File: src/cpt_pkg.sv
`timescale 1ns / 1ps

package cpt_pkg;

  localparam int DATA_BITS    = 16;
  localparam int ANGLE_BITS   = 16;
  localparam int THETA_BITS   = 16;
  localparam int ACC_BITS     = DATA_BITS + 20;
  localparam int TRIG_BITS    = 17;
  localparam int Q15_BITS     = 16;
  localparam int CORDIC_STEPS = 18;
  localparam int CORDIC_BITS  = 34;
  localparam int CORDIC_ZBITS = 26;
  localparam int ZFULL_BITS   = 24;

  typedef logic signed [DATA_BITS-1:0]    data_t;
  typedef logic signed [ACC_BITS-1:0]     acc_t;
  typedef logic signed [TRIG_BITS-1:0]    trig_t;
  typedef logic signed [Q15_BITS-1:0]     q15_t;
  typedef logic signed [CORDIC_BITS-1:0]  cordic_t;
  typedef logic signed [CORDIC_ZBITS-1:0] cordic_z_t;

  typedef enum logic [2:0] {
    OP_CLARKE     = 3'd0,
    OP_INV_CLARKE = 3'd1,
    OP_PARK       = 3'd2,
    OP_INV_PARK   = 3'd3,
    OP_FWD_CHAIN  = 3'd4,
    OP_INV_CHAIN  = 3'd5
  } op_t;

  typedef struct packed {
    logic [2:0]                  op;
    logic [THETA_BITS-1:0]       theta;
    logic signed [DATA_BITS-1:0] in_first;
    logic signed [DATA_BITS-1:0] in_second;
  } sample_t;

  typedef struct packed {
    logic signed [DATA_BITS-1:0] out_first;
    logic signed [DATA_BITS-1:0] out_second;
    logic signed [DATA_BITS-1:0] out_third;
  } result_t;

  // coefficients scaled by 2^16
  localparam logic signed [17:0] K_INV_SQRT3     = 18'sd37837;
  localparam logic signed [17:0] K_TWO_INV_SQRT3 = 18'sd75674;
  localparam logic signed [17:0] K_SQRT3_HALF    = 18'sd56756;
  localparam logic signed [17:0] K_NEG_HALF      = -18'sd32768;

  localparam cordic_t CORDIC_X0 = 34'sd652032874;

  localparam cordic_z_t ATAN [CORDIC_STEPS] = '{
    26'sd2097152, 26'sd1238021, 26'sd654136, 26'sd332050, 26'sd166669, 26'sd83416,
    26'sd41718, 26'sd20860, 26'sd10430, 26'sd5215, 26'sd2608, 26'sd1304,
    26'sd652, 26'sd326, 26'sd163, 26'sd81, 26'sd41, 26'sd20
  };

  localparam acc_t D_MAX = acc_t'((longint'(1) <<< (DATA_BITS - 1)) - longint'(1));
  localparam acc_t D_MIN = -D_MAX - acc_t'(1);

  localparam cordic_t Q_ROUND = 34'sd16384;
  localparam cordic_t Q_MAX   = 34'sd32767;
  localparam cordic_t Q_MIN   = -34'sd32768;

  // round half up, then saturate to the data range
  function automatic data_t rsat(input acc_t acc, input int unsigned sh);
    acc_t t;
    t = (acc + (acc_t'(1) <<< (sh - 1))) >>> sh;
    if (t > D_MAX) begin
      t = D_MAX;
    end else if (t < D_MIN) begin
      t = D_MIN;
    end
    return t[DATA_BITS-1:0];
  endfunction

  function automatic q15_t to_q15(input cordic_t v);
    cordic_t t;
    t = (v + Q_ROUND) >>> 15;
    if (t > Q_MAX) begin
      t = Q_MAX;
    end else if (t < Q_MIN) begin
      t = Q_MIN;
    end
    return t[Q15_BITS-1:0];
  endfunction

endpackage

File: src/cpt_sincos.sv
`timescale 1ns / 1ps

module cpt_sincos #(
  parameter int ANGLE_BITS = cpt_pkg::ANGLE_BITS
) (
  input  logic                              clk,
  input  logic [cpt_pkg::CORDIC_STEPS:0]    step_en,
  input  logic [ANGLE_BITS-1:0]             ang,
  output cpt_pkg::trig_t                    cos_val,
  output cpt_pkg::trig_t                    sin_val
);

  localparam int STEPS = cpt_pkg::CORDIC_STEPS;

  logic [cpt_pkg::ZFULL_BITS-1:0] z24;
  cpt_pkg::cordic_t   xr [1:STEPS];
  cpt_pkg::cordic_t   yr [1:STEPS];
  cpt_pkg::cordic_z_t zr [1:STEPS];
  logic [1:0]         qr [1:STEPS];

  assign z24 = {ang, {(cpt_pkg::ZFULL_BITS - ANGLE_BITS){1'b0}}};

  for (genvar i = 0; i < STEPS; i++) begin : g_iter
    cpt_pkg::cordic_t   xin;
    cpt_pkg::cordic_t   yin;
    cpt_pkg::cordic_z_t zin;
    logic [1:0]         qin;

    if (i == 0) begin : g_first
      assign xin = cpt_pkg::CORDIC_X0;
      assign yin = '0;
      assign zin = cpt_pkg::cordic_z_t'(z24[cpt_pkg::ZFULL_BITS-3:0]);
      assign qin = z24[cpt_pkg::ZFULL_BITS-1 -: 2];
    end else begin : g_rest
      assign xin = xr[i];
      assign yin = yr[i];
      assign zin = zr[i];
      assign qin = qr[i];
    end

    always_ff @(posedge clk) begin
      if (step_en[i]) begin
        qr[i+1] <= qin;
        if (!zin[cpt_pkg::CORDIC_ZBITS-1]) begin
          xr[i+1] <= xin - (yin >>> i);
          yr[i+1] <= yin + (xin >>> i);
          zr[i+1] <= zin - cpt_pkg::ATAN[i];
        end else begin
          xr[i+1] <= xin + (yin >>> i);
          yr[i+1] <= yin - (xin >>> i);
          zr[i+1] <= zin + cpt_pkg::ATAN[i];
        end
      end
    end
  end

  cpt_pkg::q15_t  cq;
  cpt_pkg::q15_t  sq;
  cpt_pkg::trig_t cq_ext;
  cpt_pkg::trig_t sq_ext;
  cpt_pkg::trig_t cos_next;
  cpt_pkg::trig_t sin_next;

  assign cq     = cpt_pkg::to_q15(xr[STEPS]);
  assign sq     = cpt_pkg::to_q15(yr[STEPS]);
  assign cq_ext = cpt_pkg::trig_t'(cq);
  assign sq_ext = cpt_pkg::trig_t'(sq);

  // first quadrant values folded out to the full turn
  always_comb begin
    case (qr[STEPS])
      2'd0: begin
        cos_next = cq_ext;
        sin_next = sq_ext;
      end
      2'd1: begin
        cos_next = -sq_ext;
        sin_next = cq_ext;
      end
      2'd2: begin
        cos_next = -cq_ext;
        sin_next = -sq_ext;
      end
      default: begin
        cos_next = sq_ext;
        sin_next = -cq_ext;
      end
    endcase
  end

  always_ff @(posedge clk) begin
    if (step_en[STEPS]) begin
      cos_val <= cos_next;
      sin_val <= sin_next;
    end
  end

endmodule
File: config.mk
export PLATFORM = sky130hd
export DESIGN_NAME = cpt_sincos
export DESIGN_NICKNAME = d
export VERILOG_FILES = /design/src/cpt_pkg.sv /design/src/cpt_sincos.sv
export SDC_FILE = /design/constraint.sdc
export NUM_CORES = 2
export LEC_CHECK = 0
export BUFFER_PORTS_ARGS = -buffer_cell sky130_fd_sc_hd__buf_2
export CAP_MARGIN = 10
export CORE_ASPECT_RATIO = 1.5
export CORE_UTILIZATION = 35
export DETAILED_ROUTE_END_ITERATION = 8
export PLACE_DENSITY_LB_ADDON = 0.3
export SYNTH_ARGS = -nofsm -noshare
export SYNTH_HDL_FRONTEND = slang
export SYNTH_SLANG_ARGS = --single-unit
File: constraint.sdc
create_clock -name clk -period 6.71 [get_ports clk]
set_input_delay 0.671 -clock clk [delete_from_list [all_inputs] [get_ports clk]]
set_output_delay 0.671 -clock clk [all_outputs]
set_load 0.02 [all_outputs]
Word-level counts from Yosys, hierarchy flattened
Memory sizes are Yosys's and may differ from the RTL's. Cells that the tools add are included.

Flip-flop bits (word level): 34. Latch bits: 0. Bits in writable memories: 1728. Memory bits (read-only): 0. Logic and storage cells: 366. Memories kept: 4.

Memories: xr (depth 18, width 34, rd ports 18, clocked after memory_dff 0, wr ports 18, line cpt_sincos.sv:16) `cpt_pkg::cordic_t xr [1:STEPS];`; yr (depth 18, width 34, rd ports 18, clocked after memory_dff 0, wr ports 18, line cpt_sincos.sv:17) `cpt_pkg::cordic_t yr [1:STEPS];`; zr (depth 18, width 26, rd ports 17, clocked after memory_dff 0, wr ports 18, line cpt_sincos.sv:18) `cpt_pkg::cordic_z_t zr [1:STEPS];`; qr (depth 18, width 2, rd ports 18, clocked after memory_dff 0, wr ports 18, line cpt_sincos.sv:19) `logic [1:0] qr [1:STEPS];`.

$add $sub $neg: 107. Multiply operators: 0. Divide/modulo/power cells: 0. Order comparisons: 4. Equality and inequality tests: 2. Shifts and indexed selects: 0. Multiplexer cells: 195. Bitwise logic cells: 51. Reduce and logical (&&, ||, !) cells: 1.

Operator list (number): $mux 34 (34); $mux 26 (17); $mux 1 (138); $pmux 17 s3 (2); $add 34x16->34 const B (2); $add 34x17->34 (2); $add 34x18->34 (2); $add 34x19->34 (2); $add 34x20->34 (2); $add 34x21->34 (2); $add 34x22->34 (2); $add 34x23->34 (2); $add 34x24->34 (2); $add 34x25->34 (2); $add 34x26->34 (2); $add 34x27->34 (2); $add 34x28->34 (2); $add 34x29->34 (2); $add 34x30->34 (2); $add 34x31->34 (2); $add 34x32->34 (2); $add 34x33->34 (2); $sub 34x17->34 (2); $sub 34x18->34 (2); 58 further kinds (129).

Longest topological paths before layout
An unclocked memory read counts as a cell.

Word-level depth: 7. Depth in mapped cells: 21. Depth with buffers taken out: 21.

Worst setup path before layout
No wires, ideal clock.

Path kind: register to register. From: register yr[0][320] (netlist name). To: register xr[0][372] (netlist name). Library setup time: 258 ps. Data arrival time: 4934 ps. Slack: 1518 ps. Cell stages (with the launch flop): 20. Path buffers: 0. Clock period less this slack: 5192 ps. Cells stage by stage: edfxtp_1 -> or4_4 -> or4_1 -> or3_1 -> or3_1 -> or2_1 -> nand2b_4 -> o21ai_1 -> xnor2_1 -> ha_1 -> a21o_1 -> a21oi_1 -> a21boi_0 -> or3_1 -> o31a_1 -> a41o_1 -> o41ai_2 -> o2111ai_1 -> a21oi_1 -> xnor2_1.

==> reports/metrics.yaml <==
cp_max_fo: 5
finalClockSkew_ns: 0.108
syn_to_final_growth_pct: 10.1
drv_slew: 0
cpMostUsedCell: "or3_1"
critPathLaunchType: "flop"
setup_viol: 0
clock_latency_ns: 0.89
hpwl_um: 291000
layout.nets: 14700
fin_tns_setup_ns: 0
drive_above_1_share: 0.0510
rsz0062_at_grt: "false"
wl_per_cell_um: 19.6
hp-class: "input pin to flop"
status: "finished with violations"
via_count: 96700
cts_made_buffers: 185
synth_area_per_cell_um2: 9.67
required_ns: 7.28
core_region_area_um2: 357000
synth-xor-area-share: 0.130
synthTopCellsByArea: "edfxtp_1 36%, ha_1 14%, xnor2_1 8.6%"
async_flop_share: 0
antenna_found_initial: 12
die_x_um: 491
synth_seq_area_share: 0.361
gp_congestion: 0.988
start_util: 0.352
drt_iter0_drc: 4360
synth_top_family_by_area: "compound AO/OA/AOI/OAI gates"
die_area_um2: 362000
yosysUniqueCellTypes: 111
worstMarginPinSlew_ns: 1.26
hold_viol_final: 0
netlist_area_um2: 126000
grt_pass1_wl_um: 539000
postRouteAntennaNets: 0
violations: "design-rule violations"
crit_type: "flop to flop"
holdPathStages: 1
slew_headroom: 0.154
yosysTopAreaCell: "edfxtp_1"
h-tree-depth: 4
synth_fa_ha_area_frac: 0.146
timing.fmax_mhz: 170
drt_wl_total_um: 353000
ys_ff_latch: 1513
synth-edff-count: 1513
cts_tree: "yes"
r2r_cells: 19
slowest_stage: "or4_4"
yosysWarnings: 0
root_buffer: "clkbuf_16"
numPortBuffers: 69
clock-sinks: 1513
synth-compound-area-share: 0.189
design.portCount: 70
drv_cap: 0
synthFlopType: "edfxtp_1"
clk_path_buf_depth: 4
post-cts-setup-buffers: 0
path_clk_slew_ns: 0.06
grt_pass1_vias: 98100
place_ws_ns: 0.911
timing.final.ws_setup_ns: 0.831
drc: 8
overflow: 0
grt_max_degree: 69
period_share: 0.876
die_h_um: 736
yosysTopAreaCellShare: 0.361
critPathMaxStageDelay_ns: 0.59
drt-pass1-iter-count: 9
crit_chain: "or4_4, or4_1, or3_1, or3_1, or2_1, nand2b_4, o21ai_1, xnor2_1, ha_1, a21o_1, a21oi_1, a21boi_0, or3_1, o31a_1, a41o_1, o41ai_2, o2111ai_1, a21oi_1, xnor2_1"
synthSimpleGateAreaFrac: 0.141
rows: 269
post_cts_resized: 0
final.min_clock_period_ns: 5.88
cp-end-kind: "flop"
arrival_ns: 6.45
track_usage: 0.191
synthCells: 13000
synth.mux.area_fraction: 0.0113
viasPerCell: 5.35
[synthesized netlist by cell type, drive strengths merged, types with 89 or more instances]
| cell type | count |
|---|---|
| or3 | 140 |
| nor4 | 91 |
| nor2 | 1093 |
| xor2 | 628 |
| inv | 509 |
| o21bai | 147 |
| nand2 | 741 |
| and3 | 143 |
| nand2b | 200 |
| clkbuf | 169 |
| nor3 | 405 |
| a211oi | 142 |
| nand3 | 236 |
| ha | 1402 |
| o31ai | 159 |
| o21a | 191 |
| a21oi | 1234 |
| nor2b | 167 |
| xnor2 | 1229 |
| o21ai | 662 |
| a21o | 501 |
| a31oi | 104 |
| and2 | 89 |
| edfxtp | 1513 |
[flip-flops by register name, summed over array words and instances, names as in the netlist]
| name | count |
|---|---|
| yr | 531 |
| xr | 529 |
| zr | 383 |
| qr | 36 |
| cos_val | 17 |
| sin_val | 17 |
[final timing paths]
kind | to | slack (ns) | from
worst min-delay path | zr[0][102] | 0.09 | step_en[2]
worst max-delay path | xr[0][372] | 0.83 | yr[0][320]
worst max register to register | xr[0][372] | 0.83 | yr[0][320]
worst min register to register | qr[0][6] | 0.42 | qr[0][4]
[metrics by stage]
stage               hold slack (ns)  instance area, um^2   util  std cells
global placement              0.402               132000  0.369      17700
detailed placement            0.405               132000  0.369      17700
floorplan                     0.400               126000      -      13000
CTS                          0.0363               138000  0.387      18100
finish                       0.0891               138000  0.387      18100
global route                 0.0528               138000  0.387      18100
[placed cells by master, fill, tap and decap left out, types with 36 or more instances in the layout]
cell type	n
edfxtp_1	1513
ha_1	1402
a21oi_1	1233
xnor2_1	1228
nor2_1	1093
nand2_1	737
xor2_1	628
o21ai_0	575
inv_1	503
a21o_1	501
nor3_1	399
nand3_1	236
nand2b_1	199
o21a_1	191
clkbuf_16	188
nor2b_1	167
o31ai_1	156
o21bai_1	146
and3_1	143
a211oi_1	141
or3_1	140
buf_4	127
a31oi_1	103
nor4_1	87
and2_1	87
o21ai_1	81
nand4_1	78
mux2i_1	75
or2_2	61
mux2_2	59
a21boi_0	56
buf_2	55
or4_1	52
o41ai_1	50
o211ai_1	46
clkinv_1	42
fa_1	41
nor3b_1	39
a31o_2	36
[repair_timing]
item                                   in CTS  in global routing
hold buffers                               16                  0
setup endpoints to repair                   0                  0
endpoints found under the hold margin      16                  0
[cell type report]
type	count	area (um^2)
Antenna cell	3	7.51
Clock buffer	205	4770
Clock inverter	122	1330
Fill cell	35800	219000
Inverter	512	1920
Multi-Input combinational cell	10800	77500
Sequential cell	1513	45400
Tap cell	4742	5930
Timing Repair Buffer	199	1410
[routing by layer]
| metal | share of wire | GRT usage |
|---|---|---|
| met1 | 0.31 | 0.153 |
| met2 | 0.56 | 0.394 |
| met3 | 0.026 | 0.0221 |
| met4 | 0.10 | 0.168 |
| met5 | 0.00016 | 0 |
[logic make-up (layout without fill, tap and decap cells)]
| kind of cell | count (synthesis) | in the layout |
|---|---|---|
| buf+inv | 723 | 1038 |
| other cells | 1 | 5 |
| flops | 1513 | 1513 |
| compound gates | 3703 | 3703 |
| simple gates | 3625 | 3625 |
| mux | 135 | 135 |
| xor+xnor | 1858 | 1858 |
| fa+ha+maj | 1443 | 1443 |
[worst max-delay path, delay by kind of cell (launching register included)]
| family | cells | cell delay [ns] |
|---|---|---|
| simple gates | 7 | 2.64 |
| compound gates | 9 | 1.97 |
| flops | 1 | 0.44 |
| fa+ha+maj | 1 | 0.31 |
| xor+xnor | 2 | 0.22 |
Power is not shown: default switching activity piles up to over one toggle a cycle in this logic, so the estimate is an artifact.
